--- config.mk ---
export PLATFORM = sky130hd
export DESIGN_NAME = cfr_queue
export DESIGN_NICKNAME = d
export VERILOG_FILES = /design/src/rtl/cfr_pkg.sv /design/src/rtl/cfr_queue.sv
export SDC_FILE = /design/constraint.sdc
export NUM_CORES = 1
export LEC_CHECK = 0
export BUFFER_PORTS_ARGS = -buffer_cell sky130_fd_sc_hd__buf_2
export CORE_ASPECT_RATIO = 0.7
export CORE_MARGIN = 2
export CORE_UTILIZATION = 47
export DETAILED_ROUTE_END_ITERATION = 6
export GPL_ROUTABILITY_DRIVEN = 1
export GPL_TIMING_DRIVEN = 0
export MAX_ROUTING_LAYER = met4
export PLACE_DENSITY = 0.75
export SLEW_MARGIN = 0
export SYNTH_ARGS = -nofsm -noshare
export SYNTH_HDL_FRONTEND = slang
export SYNTH_SLANG_ARGS = --single-unit
--- constraint.sdc ---
create_clock -name i_clk -period 2.5 [get_ports i_clk]
set_input_delay 0 -clock i_clk [delete_from_list [all_inputs] [get_ports i_clk]]
set_output_delay 0 -clock i_clk [all_outputs]
set_load 0.05 [all_outputs]
--- src/rtl/cfr_pkg.sv ---
// Package for the complex FIR decimator: payload structs, command queue entry,
// mode codes and command kinds. No dependencies.
`timescale 1ns / 1ps
`default_nettype none
package cfr_pkg;

    localparam logic [1:0] MODE_SAMPLE = 2'd0;
    localparam logic [1:0] MODE_TAP    = 2'd1;
    localparam logic [1:0] MODE_CLEAR  = 2'd2;

    localparam logic [1:0] CMD_SAMPLE = 2'd0;
    localparam logic [1:0] CMD_TAP    = 2'd1;
    localparam logic [1:0] CMD_CLEAR  = 2'd2;

    localparam int FACTOR_MAX = 64;

    typedef struct packed {
        logic [1:0]         mode;
        logic signed [15:0] in_real;
        logic signed [15:0] in_imag;
        logic [5:0]         tap_index;
        logic signed [15:0] tap_real;
        logic signed [15:0] tap_imag;
    } t_in;

    typedef struct packed {
        logic signed [15:0] out_real;
        logic signed [15:0] out_imag;
        logic               saturated;
    } t_out;

    typedef struct packed {
        logic [1:0]         kind;
        logic               emit;
        logic signed [15:0] a;
        logic signed [15:0] b;
        logic [5:0]         idx;
    } t_cmd;

    typedef struct packed {
        logic full;
        logic empty;
    } t_q_stat;

endpackage
`default_nettype wire

--- src/rtl/cfr_queue.sv ---
// Two-entry command queue between front end and datapath.
// Depends on cfr_pkg.
`timescale 1ns / 1ps
`default_nettype none
module cfr_queue
    import cfr_pkg::*;
(
    input  wire logic i_clk,
    input  wire logic i_rst_n,
    input  wire logic i_push,
    input  wire t_cmd i_cmd,
    input  wire logic i_pop,
    output t_cmd      o_cmd,
    output t_q_stat   o_stat
);
    t_cmd       r_mem [2];
    logic       r_wp, r_rp;
    logic [1:0] r_cnt;

    assign o_cmd        = r_mem[r_rp];
    assign o_stat.full  = (r_cnt == 2'd2);
    assign o_stat.empty = (r_cnt == 2'd0);

    always_ff @(posedge i_clk) begin
        if (i_push) begin
            r_mem[r_wp] <= i_cmd;
        end
    end

    always_ff @(posedge i_clk) begin
        if (!i_rst_n) begin
            r_wp  <= 1'b0;
            r_rp  <= 1'b0;
            r_cnt <= 2'd0;
        end else begin
            if (i_push) begin
                r_wp <= !r_wp;
            end
            if (i_pop) begin
                r_rp <= !r_rp;
            end
            r_cnt <= r_cnt + 2'(i_push) - 2'(i_pop);
        end
    end
endmodule
`default_nettype wire

* After elaboration in Yosys (flattened, before gate mapping)
Memory sizes are Yosys's and may differ from the RTL's. A register that Yosys moved wholly into a read port is not among the register bits. Index checks and enable logic that the tools add are counted.
Word-level totals: input port bits 45, bits in registers 4, bits in writable memories 82, memories 1, bits in latches 0, bits in read-only memories 0
Cells by class: muxes and demuxes 4, eq/ne operators 1, order comparisons 0, multiply operators 0, add/subtract/negate cells 2, reduce and logical (&&, ||, !) cells 3, shift operators 0, div/mod/pow operators 0, bitwise operators 0
Memories:
- r_mem | depth 2, width 41, read ports 1, clocked after Yosys merged registers in 1, write ports 1, RTL line cfr_queue.sv:16 | t_cmd r_mem [2];
Operators with widths (number):
- $mux 1 | 4
- $add 2x1->2 | 1
- $eq 2x2->1 const B | 1
- $logic_not 1->1 | 2
- $logic_not 2->1 | 1
- $sub 2x1->2 | 1

* Longest topological paths before layout
depth after elaboration 3, depth in mapped cells 6, mapped depth without buffers 6

* Worst setup path before layout
OpenSTA, ideal clock, no wires.
kind reg-to-reg, start reg r_wp, end mem r_mem[0][0] in the netlist's numbering, enable pin, stages on the path, launching flop included 2, required time 2.055 ns, path buffers 0, arrival 2.169 ns, library setup time 0.445 ns, slack -0.115 ns, period minus slack after synthesis 2.615 ns, cell sequence dfxtp_1 > nor2b_1
RTL lines:
- from (decl) | RTL line cfr_queue.sv:17 | logic r_wp, r_rp;
- from (signal assigned) | RTL line cfr_queue.sv:37 | r_wp <= !r_wp;
- to (decl) | RTL line cfr_queue.sv:16
Straight into the memory's write port.

==> impl_results.md <==
* Grt ovf at 0
* # setup viols final at 0
* FF+latch area at 2560 um2
* Gpl congestion at 0.640
* Critical Path AT at 1.50 ns
* Core footprint at 6880 um2
* Final core occ at 66.6%
* Overall routing resource usage at 15.4%
* Final instance area at 4580 um2
* Vias per cell at 4.54
* Pwr Density at 707 nW/um2
* Routed wire length at 5650 um
* Top cell type's share of synthesized area at 72.6%
* Placed insts at 332
* Synth top cells by count: edfxtp_1 (82), mux2_4 (40), dfxtp_1 (5)
* Ports at 88
* Synthesized flop and latch total at 87
* Final cell count without fillers at 391
* Maximum VDD drop at 0.000529 V
* Vias in the first global route at 1796
* Die area at 7920 um2
* Worst Path Buf+Inv at 3
* Maximum clock rate at 0.666 GHz
* Setup TNS at 0 ns
* Num CTS Buffers at 9
* Placed inst area at 3990 um2
* Slew Limit Headroom at 61.7%
* Most common cell in the netlist: edfxtp_1
* Initial Utilization at 49.3%
* Area leader, netlist: edfxtp_1
* Ys flop type: edfxtp_1
* Yosys cell types at 14
* Rows at 25
* Max-cap violation count at 0
* Pleak at 1.84 nW
* Reg clk slew, reported paths at 0.08 ns
* Critical path's top delay family: buffers and inverters
* Die Y at 75.1 um
* Maximum clock path buffer count at 2
* Clock Sinks at 87
* Least-Margin Pin Slew at 0.574 ns
* Status: finished, final reports clean
* CP Data Required Time at 2.50 ns
* Layout filler cell count at 486
* Worst Skew at 0.00547 ns
* CP Class: reg -> out
* Mapped Nets at 196
* Min Tclk post-route at 1.50 ns
* Mapped Cells at 149
* Antenna viol nets, final at 0
* Area of the multi-input gates at 738 um2
* Crit path cell chain: buf_6 > buf_12 > mux2_4 > buf_2
* Fin crit share at 60.0%
* Largest net degree at the start of global routing at 25
* Area Growth Syn to Fin at 35.2%
* Crit path max fanout at 10
* Clock Latency Late Sink at 0.34 ns
* Share of layout cells above drive strength 1 at 50.5%
* Htree depth at 3
* Drt drc at 0
* Global-route wire length before repair at 8570 um
* EDFF count, synth at 82
* Detailed Place HPWL at 3690 um
* Final hold violation count at 0
* Max-slew violation count at 0
* Slowest CP cell: dfxtp_1
* Die X at 106 um
* Synth top area cells: edfxtp_1 (73%), mux2_4 (18%), dfxtp_1 (3.0%)
* CTS root buffer: clkbuf_8
* CTS tree: yes
* Mean Syn Cell Area at 22.8 um2
* Hold Crit Class: in -> reg
* Port Buf Inserts at 87
* Startpoint types: flop
* Yosys warns at 0
* RSZ-0062 raised after global routing: false
* Final #Nets at 339
* Initial detailed-routing violation count at 89
* Register area share after synthesis at 75.6%
* DRT Pass-1 Iters at 4
* Post-CTS setup buffers at 0
* WL per Instance at 14.4 um
* Mapped cell area at 3390 um2
* Max stage delay on crit path at 0.33 ns
* Total number of vias at 1775
* Ys async rst share at 0%
* Initial antenna violation count at 0
* CP Capture Type: output port
* Diode count at 0
power breakdown:
group          switching, W  leakage [nW]  internal [W]
Combinational      0.000439         0.957      0.000290
Sequential        0.0000264         0.811       0.00168
Clock              0.000444        0.0764      0.000358
worst reg2reg max path: cells and delay by family (launching register included):
family	cells	cell delay [ns]
simple gates	1	0.10
flops	1	0.37
fa+ha+maj	2	0.41
buf+inv	2	0.12
xor+xnor	1	0.38
what timing repair did:
action	4_1_cts	5_1_grt
hold buffers	43	0
endpoints found under the hold margin	87	0
gates resized for setup	0	0
final timing paths:
| path | start | to | slack (ns) | cells past startpoint |
|---|---|---|---|---|
| max reg2reg | r_cnt[0] | r_cnt[1] | 1.06 | 6 |
| max | flop | o_cmd[15] | 1.0 | 4 |
| min | i_push | r_wp | 0.02 | 3 |
| min reg2reg | r_rp | flop | 0.60 | 2 |
cell families after synthesis:
kind of cell,share of synthesized area (%)
AOI/OAI and AO/OA,0.221
xor gates and xnor gates,0.923
adders and majority gates,0.738
buffers and inverters,2.92
DFF,75.6
muxes,18.0
and+or+nand+nor,1.59
cell type report:
type,count,share of cell area (%)
inverters,2,0.164
plain buffers,5,1.99
well taps,94,2.57
repair buffers,132,19.8
clock buffers,12,2.95
multi-input cells,55,16.1
clock inverters,4,0.546
flip-flops and latches,87,55.9
flip-flops by register name, summed over array words and instances (netlist names), named ones only:
signal and cells:
r_cnt 2, r_mem 82, r_rp 1, r_wp 1
cells in the final DEF, fill, tap and decap left out, drive strengths merged, types with 2 or more instances in the layout:
master	n
ha	2
dfxtp	5
and2	4
nor2b	4
mux2	41
clkinv	2
clkinvlp	2
dlygate4sd3	43
clkbuf	12
edfxtp	82
buf	94
inv	2
through the flow:
step           setup WS [ns]  hold slack, ns  total power (W)
3_5_place_dp            1.07           0.191          0.00242
6_report               0.999          0.0200          0.00324
2_1_floorplan          0.675          0.0989          0.00227
3_3_place_gp           0.106           0.188          0.00240
5_1_grt                0.942          0.0153          0.00336
4_1_cts                0.974          0.0139          0.00326
metal layers:
metal	wire length (um)	vias up	track usage [%]
met5	0	-	-
met1	2440	852	17.6
li1	-	857	-
met4	53	0	5.26
met3	355	5	5.89
met2	2800	61	25.4
Note: power is estimated with default switching activity, not from simulation.
