$ cat src/rtl/cfr_pkg.sv
// Package for the complex FIR decimator: payload structs, command queue entry,
// mode codes and command kinds. No dependencies.
`timescale 1ns / 1ps
`default_nettype none
package cfr_pkg;

    localparam logic [1:0] MODE_SAMPLE = 2'd0;
    localparam logic [1:0] MODE_TAP    = 2'd1;
    localparam logic [1:0] MODE_CLEAR  = 2'd2;

    localparam logic [1:0] CMD_SAMPLE = 2'd0;
    localparam logic [1:0] CMD_TAP    = 2'd1;
    localparam logic [1:0] CMD_CLEAR  = 2'd2;

    localparam int FACTOR_MAX = 64;

    typedef struct packed {
        logic [1:0]         mode;
        logic signed [15:0] in_real;
        logic signed [15:0] in_imag;
        logic [5:0]         tap_index;
        logic signed [15:0] tap_real;
        logic signed [15:0] tap_imag;
    } t_in;

    typedef struct packed {
        logic signed [15:0] out_real;
        logic signed [15:0] out_imag;
        logic               saturated;
    } t_out;

    typedef struct packed {
        logic [1:0]         kind;
        logic               emit;
        logic signed [15:0] a;
        logic signed [15:0] b;
        logic [5:0]         idx;
    } t_cmd;

    typedef struct packed {
        logic full;
        logic empty;
    } t_q_stat;

endpackage
`default_nettype wire

$ cat src/rtl/cfr_front.sv
// Front end: accepts input beats, tracks decimation phase, turns beats into commands.
// Depends on cfr_pkg.
`timescale 1ns / 1ps
`default_nettype none
module cfr_front
    import cfr_pkg::*;
#(
    parameter int NUM_TAPS = 64
) (
    input  wire logic       i_clk,
    input  wire logic       i_rst_n,
    input  wire logic       i_cfg_we,
    input  wire logic [6:0] i_cfg_wdata,
    input  wire logic       i_valid,
    output logic            o_ready,
    input  wire t_in        i_in,
    input  wire t_q_stat    i_q_stat,
    output logic            o_push,
    output t_cmd            o_cmd
);
    logic [6:0] r_factor, n_factor;
    logic [5:0] r_phase, n_phase;
    logic [6:0] eff;
    logic [6:0] nph;
    logic       fire;

    assign o_ready = !i_q_stat.full;
    assign fire    = i_valid && o_ready;

    always_comb begin
        if (r_factor == 7'd0) begin
            eff = 7'd1;
        end else if (r_factor > 7'(FACTOR_MAX)) begin
            eff = 7'(FACTOR_MAX);
        end else begin
            eff = r_factor;
        end
        nph     = {1'b0, r_phase} + 7'd1;
        n_phase = r_phase;
        n_factor = i_cfg_we ? i_cfg_wdata : r_factor;
        o_push  = 1'b0;
        o_cmd.kind = CMD_SAMPLE;
        o_cmd.emit = 1'b0;
        o_cmd.a    = i_in.in_real;
        o_cmd.b    = i_in.in_imag;
        o_cmd.idx  = i_in.tap_index;
        if (fire) begin
            unique case (i_in.mode)
                MODE_SAMPLE: begin
                    o_push     = 1'b1;
                    o_cmd.emit = (nph >= eff);
                    n_phase    = (nph >= eff) ? 6'd0 : nph[5:0];
                end
                MODE_TAP: begin
                    o_push     = (32'(i_in.tap_index) < NUM_TAPS);
                    o_cmd.kind = CMD_TAP;
                    o_cmd.a    = i_in.tap_real;
                    o_cmd.b    = i_in.tap_imag;
                end
                MODE_CLEAR: begin
                    o_push     = 1'b1;
                    o_cmd.kind = CMD_CLEAR;
                    n_phase    = 6'd0;
                end
                default: begin
                    o_push = 1'b0;
                end
            endcase
        end
    end

    always_ff @(posedge i_clk) begin
        if (!i_rst_n) begin
            r_factor <= 7'd1;
            r_phase  <= 6'd0;
        end else begin
            r_factor <= n_factor;
            r_phase  <= n_phase;
        end
    end
endmodule
`default_nettype wire

$ cat config.mk
export PLATFORM = sky130hd
export DESIGN_NAME = cfr_front
export DESIGN_NICKNAME = d
export VERILOG_FILES = /design/src/rtl/cfr_pkg.sv /design/src/rtl/cfr_front.sv
export SDC_FILE = /design/constraint.sdc
export NUM_CORES = 1
export LEC_CHECK = 0
export ABC_AREA = 1
export BUFFER_PORTS_ARGS = -buffer_cell sky130_fd_sc_hd__buf_2
export CORE_MARGIN = 2
export CORE_UTILIZATION = 35
export DETAILED_ROUTE_END_ITERATION = 8
export PLACE_DENSITY_LB_ADDON = 0.25
export SLEW_MARGIN = 20
export SYNTH_ARGS = -nofsm -noshare
export SYNTH_HDL_FRONTEND = slang
export SYNTH_SLANG_ARGS = --single-unit
$ cat constraint.sdc
create_clock -name i_clk -period 2.1 [get_ports i_clk]
set_input_delay 0.315 -clock i_clk [delete_from_list [all_inputs] [get_ports i_clk]]
set_output_delay 0.315 -clock i_clk [all_outputs]
set_load 0.03 [all_outputs]
## Word level (Yosys, flattened, before mapping)

Cells that the tools add are included.

| storage, ports and cells | value |
|---|---|
| output and inout port bits | 43 |
| bits of input ports | 85 |
| register bits after elaboration | 13 |
| logic and storage cells | 24 |

| cells by class | value |
|---|---|
| reduce and logical (&&, ||, !) cells | 7 |
| add/sub/neg operators | 1 |
| magnitude comparators | 2 |
| equality and inequality tests | 2 |
| multiplexer cells | 10 |

Operators with widths:

| kind | count |
|---|---|
| 2-to-1 mux 35 bit | 1 |
| 2-to-1 mux 32 bit | 1 |
| 2-to-1 mux 7 bit | 2 |
| case mux 6 bit (2 select lines) | 1 |
| adder 6 x 1 -> 7 bit, second input constant | 1 |
| greater-or-equal comparator 7 bit | 1 |
| greater-than comparator 7 bit, second input constant | 1 |
| zero test 7 bit | 1 |
| 2-to-1 mux 6 bit | 1 |
| case mux 2 bit (2 select lines) | 1 |
| 2-to-1 mux 1 bit | 3 |
| OR reduction 3 bit | 1 |
| equality test 2 x 1 -> 1 bit, second input constant | 1 |
| equality test 2 bit, second input constant | 1 |
| zero test 2 bit | 1 |
| AND reduction 2 bit | 1 |
| nonzero test 2 bit | 1 |
| logical AND 1 bit | 1 |
| zero test 1 bit | 1 |

## Longest topological paths before layout

Gate-level depths: netlist (run 1).

| depth | value |
|---|---|
| word-level depth | 6 |
| gate-level depth with buffers | 14 |
| mapped depth without buffers | 14 |

## Worst setup path before layout (run 1)

OpenSTA, ideal clock, no wires.

| path | value |
|---|---|
| path kind | register to output |
| start point | register r_phase[2] |
| end point | output port o_cmd[38] (netlist name) |
| arrival time | 1768 ps |
| buffers on the path | 0 |
| stages on the path, launching flop included | 12 |
| path slack | 17 ps |
| data required time | 1785 ps |
| cell sequence | dfxtp_1 -> nand2_2 -> nor2_2 -> nand3_1 -> and2_2 -> ha_1 -> nand2_1 -> inv_2 -> a21oi_2 -> nand3_1 -> nand2_1 -> inv_1 |

RTL lines:

| element | RTL line | RTL |
|---|---|---|
| start: declaration | cfr_front.sv:22 | `logic [5:0] r_phase, n_phase;` |
| start signal: assignment | cfr_front.sv:78 | `r_phase <= n_phase;` |
| end: declaration | cfr_front.sv:19 | `output t_cmd o_cmd` |

==> run_results.csv, run 1 <==
group,metric,value,unit
status,status,"finished with violations",
status,violations,"setup timing",
power,power,0.911,mW
routing,drtPass1Iterations,4,
timing,hold_viol_final,0,
synth,synth-seq-cells,13,
placed_design,dp_slack,-45.9,ps
worst_setup_path,cp_slowest_stage_delay,330,ps
synth,synth_edf_count,0,
placed_design,dp_cells,411,
placed_design,port_buffers,114,
power,comb_power_share,46.1,%
routing,dr.first_iter.drc_count,63,
timing,fmax,433,MHz
synth,avgSynthCellArea,5.32,um^2
global_routing,grt_util_all_layers,20.1,%
synth,syn_area,0.00135,mm^2
worst_setup_path,critPathLaunchType,"flop",
synth,synth_ff_type,"dfxtp_1",
placed_design,place_congestion,0.819,
timing,setup_viol,2,
layout,layout-drive-gt1-share,46.7,%
synth,synthMostInstantiatedCell,"nand2_1",
timing,layout_min_cycle_time,2310,ps
power,power_density,411,mW/mm^2
layout,area_delta_synth_final,64.9,%
layout,nNetsFinal,469,
global_routing,antenna_found_initial,0,
power,sw_frac_of_total,38.1,%
synth,synth_area_leaders,"nand2_1 (37%), dfxtp_1 (19%), ha_1 (7.4%)",
synth,yosysWarnings,0,
floorplan,die_h,66.0,um
synth,synth_top_area_share,37.1,%
worst_setup_path,end_kind,"primary output",
power,internal_power,0.564,mW
clocking,htree_levels,1,
clocking,insertion_delay,240,ps
worst_setup_path,cpMaxStageDelayCell,"dfxtp_2",
routing,drc,0,
clocking,cts_tree,"done",
routing,totalWireLength,4850,um
worst_setup_path,crit_family,"simple AND/OR/NAND/NOR gates",
timing,setup_slack,-207,ps
clocking,cts.sinks,13,
synth,synth_commonest_cells,"nand2_1 (133), inv_1 (20), nor2_1 (20), dfxtp_1 (13), nand3_1 (13)",
layout,regArea,273,um^2
synth,ys_seq_area_share,19.3,%
synth,synthArstFlopShare,0,%
worst_setup_path,crit_buf_inv,2,
timing,fin_tns_setup,-334,ps
worst_setup_path,cpMostUsedCell,"nand2_2",
worst_setup_path,path_class,"reg -> out",
timing,fin_hold_ws,282,ps
worst_setup_path,cp_cell_sequence,"nor2_2, nand4_1, nand2_2, nand2_2, ha_4, nand2_2, nor2_4, nand3_2, nand3_2, nand2_1, inv_1, buf_6",
clocking,clkTransAtPathRegs,50,ps
floorplan,dieWidth,66.0,um
global_routing,grt_pass1_wl,7000,um
floorplan,dieArea,0.00435,mm^2
floorplan,core,0.00369,mm^2
layout,antenna_cells,0,
layout,nFillCells,381,
global_routing,gr-total-overflow,0,
synth,syn_nets,346,
power,vdd_drop_max,452,uV
placed_design,place_area,0.00196,mm^2
clocking,cts_inserted_buffers,3,
timing,skew,4.47,ps
global_routing,grt_pass1_vias,1685,
placed_design,dp_hpwl,3620,um
power,power.switching,0.347,mW
timing,finalCritPeriodShare,110,%
floorplan,start_util,36.5,%
worst_setup_path,crit_arrival,1990,ps
routing,ant_nets,0,
timing,slew_headroom,66.4,%
timing,rsz0062_at_grt,"true",
floorplan,io_pins,128,
layout,final_area,0.00222,mm^2
layout,fin_cells,423,
routing,drt-wirelength-per-cell,11.5,um
floorplan,row_count,22,
layout,final_util,60.1,%
min_path,hold_class,"in -> reg",
power,seqPwrFrac,29.2,%
clocking,cts.path.max_buffers,2,
power,power_leakage,1.29,nW
routing,viasPerCell,4.61,
layout,multiInputGateArea,0.00105,mm^2
routing,vias,1948,
worst_setup_path,critical_path_peak_fanout,5,
synth,yosysUniqueCellTypes,21,
synth,yosys.area.top_type,"nand2_1",
power,pwr-share-clk,24.7,%
job,cap_viol_max_count,0,
timing,maxSlewViolCount,0,
clocking,root_buffer,"clkbuf_8",
synth,syn_inst,253,
global_routing,grt_max_degree,34,
worst_setup_path,required,1780,ps
timing,tightest_slew,504,ps
## placed cells by master, fill, tap and decap left out, types with 3 or more instances in the layout
cell,Yosys,layout
a21oi_1,9,9
buf_2,1,113
nand2_1,133,126
buf_4,9,16
nor2_1,20,15
ha_4,0,6
o21ai_0,8,7
inv_1,20,18
dfxtp_1,13,5
nand4_1,4,4
dfxtp_2,0,7
nand2_2,1,8
clkbuf_8,0,3
nand3_2,1,4
nand3_1,13,10
inv_2,4,6
nor2_2,2,5
## registers in the layout, summed over array words and instances, names as in the netlist
signal,count
r_factor,7
r_phase,6
## cell families (layout without fill, tap and decap cells)
family / after synthesis / count (layout) / synth area share, %
and+or+nand+nor: 175 / 175 / 52.1
buffers and inverters: 37 / 159 / 12.9
AOI/OAI and AO/OA: 19 / 19 / 7.54
DFF: 13 / 13 / 19.3
adders and majority gates: 8 / 8 / 7.44
xor gates and xnor gates: 1 / 1 / 0.651
## routing by layer
layer	GRT usage [%]	up-vias	share of wire, %
met1	23.1	852	39
li1	-	1017	-
met2	38.1	75	51
met4	4.59	0	0.82
met5	0	-	0
met3	3.58	4	9.2
## power by group through the flow
stage / registers, mW / logic (mW) / clock network (mW)
2_1_floorplan: 0.268 / 0.235 / 0
3_3_place_gp: 0.268 / 0.353 / 0
3_5_place_dp: 0.269 / 0.357 / 0
4_1_cts: 0.266 / 0.394 / 0.225
5_1_grt: 0.268 / 0.455 / 0.242
6_report: 0.266 / 0.420 / 0.225
## area by class of cell
type                    instances  area share (%)
well taps                      48            2.71
repair buffers                130            31.4
flip-flops and latches         13            12.3
inverters                      25            4.23
clock buffers                   4            2.03
multi-input cells             203            47.3
## worst paths after layout
kind	start	endpoint	slack [ps]	cells past startpoint
worst max-delay path	r_factor[2]$_SDFFE_PN0P_	o_cmd[38]	-210	12
worst min-delay path	i_cfg_wdata[0]	r_factor[0]$_SDFFE_PN1P_	280	3
worst max register to register	r_factor[2]$_SDFFE_PN0P_	r_phase[5]$_SDFFE_PN0P_	-130	17
worst min register to register	r_factor[0]$_SDFFE_PN1P_	r_factor[0]$_SDFFE_PN1P_	480	2
## tightest hold or removal path, delay by kind of cell
kind,cells,cell delay (ps)
AND/OR/NAND/NOR,2,100
buffers and inverters,1,80
## what timing repair did
| action | CTS | global route |
|---|---|---|
| endpoints found under the setup margin | 1 | 2 |
| setup buffers | 8 | 0 |
| gates resized for setup | 22 | 18 |
| pin swaps | 15 | 15 |
| hold buffers | 0 | 0 |
(Power assumes the default switching activity.)
==> run 2: changes to the inputs <==
Settings changed: CORE_UTILIZATION 35 to 37.
==> run 2 against run 1 <==
  * Clock power down 27%
  * Clock skew decreased by 3.6 ps
  * Sequential power about the same
  * Wire length decreased by 2.3%
  * Power down 7.6%
  * First-iteration DRC count up 35%
  * Via count is 0.67% higher
  * Largest cell class unchanged
  * The run still ends with setup timing left
  * Critical path depth up 1
  * Design area is essentially flat
  * Non-clock buffer count is 2 higher
  * Combinational power shrank 2%
  * Count of clock-buffer cells in the layout unchanged
==> run_results.csv, run 2 (same netlist as run 1, synthesis figures left out) <==
group,metric,value,unit
clocking,cts_inserted_buffers,3,
global_routing,grt_max_degree,34,
layout,antenna_cells,0,
layout,layout_common_cells,"nand2_1 (125), buf_2 (113), inv_1 (19), nor2_1 (17), buf_4 (17)",
floorplan,die_h,64.3,um
worst_setup_path,cpMaxStageDelayCell,"dfxtp_4",
min_path,hold_depth,3,
timing,hold_viol_final,0,
power,internal_power,0.501,mW
global_routing,grt_pass1_vias,1802,
worst_setup_path,end_kind,"primary output",
floorplan,row_count,21,
layout,nNetsFinal,471,
power,power_leakage,1.31,nW
layout,area_delta_synth_final,65.0,%
power,power.switching,0.341,mW
placed_design,place_congestion,0.880,
layout,reg_top3,"r_factor: 7 flops, r_phase: 6 flops",
clocking,root_buffer,"clkbuf_4",
worst_setup_path,reg2reg_slack,-140,ps
timing,skew,0.881,ps
clocking,cts_tree,"done",
power,power_density,379,mW/mm^2
layout,regArea,277,um^2
floorplan,dieArea,0.00413,mm^2
power,pwr-share-clk,19.6,%
placed_design,dp_hpwl,3470,um
layout,top_register,"r_factor",
global_routing,gr-total-overflow,0,
worst_setup_path,path_class,"reg -> out",
placed_design,place_area,0.00197,mm^2
global_routing,grt_util_met3,4.75,%
routing,dr.first_iter.drc_count,85,
timing,layout_min_cycle_time,2350,ps
routing,vias,1961,
layout,final_common_cell,"nand2_1",
layout,nFillCells,321,
global_routing,antenna_found_initial,0,
global_routing,grtUsageMet2,42.6,%
clocking,insertion_delay,290,ps
global_routing,grt-busiest-layer,"met2",
timing,fmax,426,MHz
layout,final_area,0.00222,mm^2
clocking,cts.path.max_buffers,2,
job,cap_viol_max_count,0,
layout,largest_reg_flops,7,
power,sw_frac_of_total,40.5,%
routing,totalWireLength,4740,um
status,violations,"setup timing",
power,vdd_drop_max,406,uV
floorplan,core,0.00342,mm^2
timing,finalCritPeriodShare,112,%
worst_setup_path,crit_buf_inv,3,
power,comb_power_share,48.9,%
layout,layout-drive-gt1-share,47.5,%
timing,fin_tns_setup,-388,ps
power,seqPwrFrac,31.5,%
floorplan,dieWidth,64.3,um
worst_setup_path,crit_arrival,2040,ps
worst_setup_path,critical_path_peak_fanout,4,
worst_setup_path,cpMostUsedCell,"nand2_1",
timing,setup_viol,2,
worst_setup_path,cp_slowest_stage_delay,390,ps
clocking,cts.sinks,13,
placed_design,port_buffers,114,
global_routing,grt_util_all_layers,21.9,%
layout,final_util,65.0,%
min_path,hold_class,"in -> reg",
worst_setup_path,cp_cell_sequence,"nand2_4, nor2_4, nand2_1, nand2_1, and2_4, ha_4, nand2_2, inv_2, a21oi_4, nand3_2, nand2_1, inv_1, buf_6",
routing,drt-wirelength-per-cell,11.2,um
clocking,htree_levels,1,
worst_setup_path,required,1780,ps
clocking,clkTransAtPathRegs,80,ps
timing,maxSlewViolCount,0,
worst_setup_path,r2r_cells,17,
clocking,hold_buffers,0,
global_routing,grt_pass1_wl,7390,um
floorplan,io_pins,128,
routing,ant_nets,0,
worst_setup_path,crit_family,"simple AND/OR/NAND/NOR gates",
worst_setup_path,crit_cells,13,
timing,rsz0062_at_grt,"true",
floorplan,start_util,39.4,%
routing,drc,0,
timing,setup_slack,-250,ps
global_routing,grt_use_met1,22.4,%
routing,viasPerCell,4.64,
timing,slew_headroom,66.8,%
layout,multiInputGateArea,0.00105,mm^2
worst_setup_path,critPathLaunchType,"flop",
timing,tightest_slew,497,ps
status,status,"finished with violations",
routing,drtPass1Iterations,4,
==> run 2: path summary, 6_finish.rpt <==
check                                 from                       end
hold reg to reg   r_factor[5]$_SDFFE_PN0P_  r_factor[5]$_SDFFE_PN0P_
setup / recovery   r_phase[1]$_SDFFE_PN0P_                 o_cmd[38]
setup reg to reg   r_phase[1]$_SDFFE_PN0P_   r_phase[5]$_SDFFE_PN0P_
hold / removal              i_cfg_wdata[0]  r_factor[0]$_SDFFE_PN1P_
==> run 2: cell type report <==
cell class | count | area share, %
inverter | 25 | 4.23
clock buffer | 4 | 1.18
multi-input combinational | 203 | 47.3
tap | 46 | 2.59
sequential | 13 | 12.5
timing repair buffer | 132 | 32.2
==> run 2: layer usage <==
layer  vias to the layer above  wire, um
met5                         -         0
met4                         0        74
met3                         9       389
met2                        75      2420
met1                       852      1860
li1                       1025         -
==> run 2: timing repair <==
action,in CTS,in global routing
gates resized for setup,20,23
pin swaps,10,11
setup endpoints to repair,1,7
setup buffers,9,4
==> run 2: worst min-delay path, stage by stage <==
cell and delay [ps]:
buf_2 80, nand2_1 40, nand3_1 70
==> run 2: power by group through the flow <==
stage                     registers [mW]  clock network (mW)  logic, mW
after global routing               0.266               0.169      0.448
final                              0.265               0.165      0.411
after CTS                          0.263               0.161      0.394
after detailed placement           0.269                   0      0.362
after floorplan                    0.268                   0      0.235
after global placement             0.269                   0      0.358
==> run 2: through the flow <==
stage / instances / hold slack [ps] / worst slack (ps) / power [mW]
floorplan: 253 / 399 / 17.0 / 0.502
global placement: 411 / 469 / -49.1 / 0.627
detailed placement: 411 / 476 / -61.4 / 0.630
CTS: 424 / 245 / -160 / 0.818
global route: 423 / 265 / -344 / 0.884
finish: 423 / 237 / -250 / 0.842
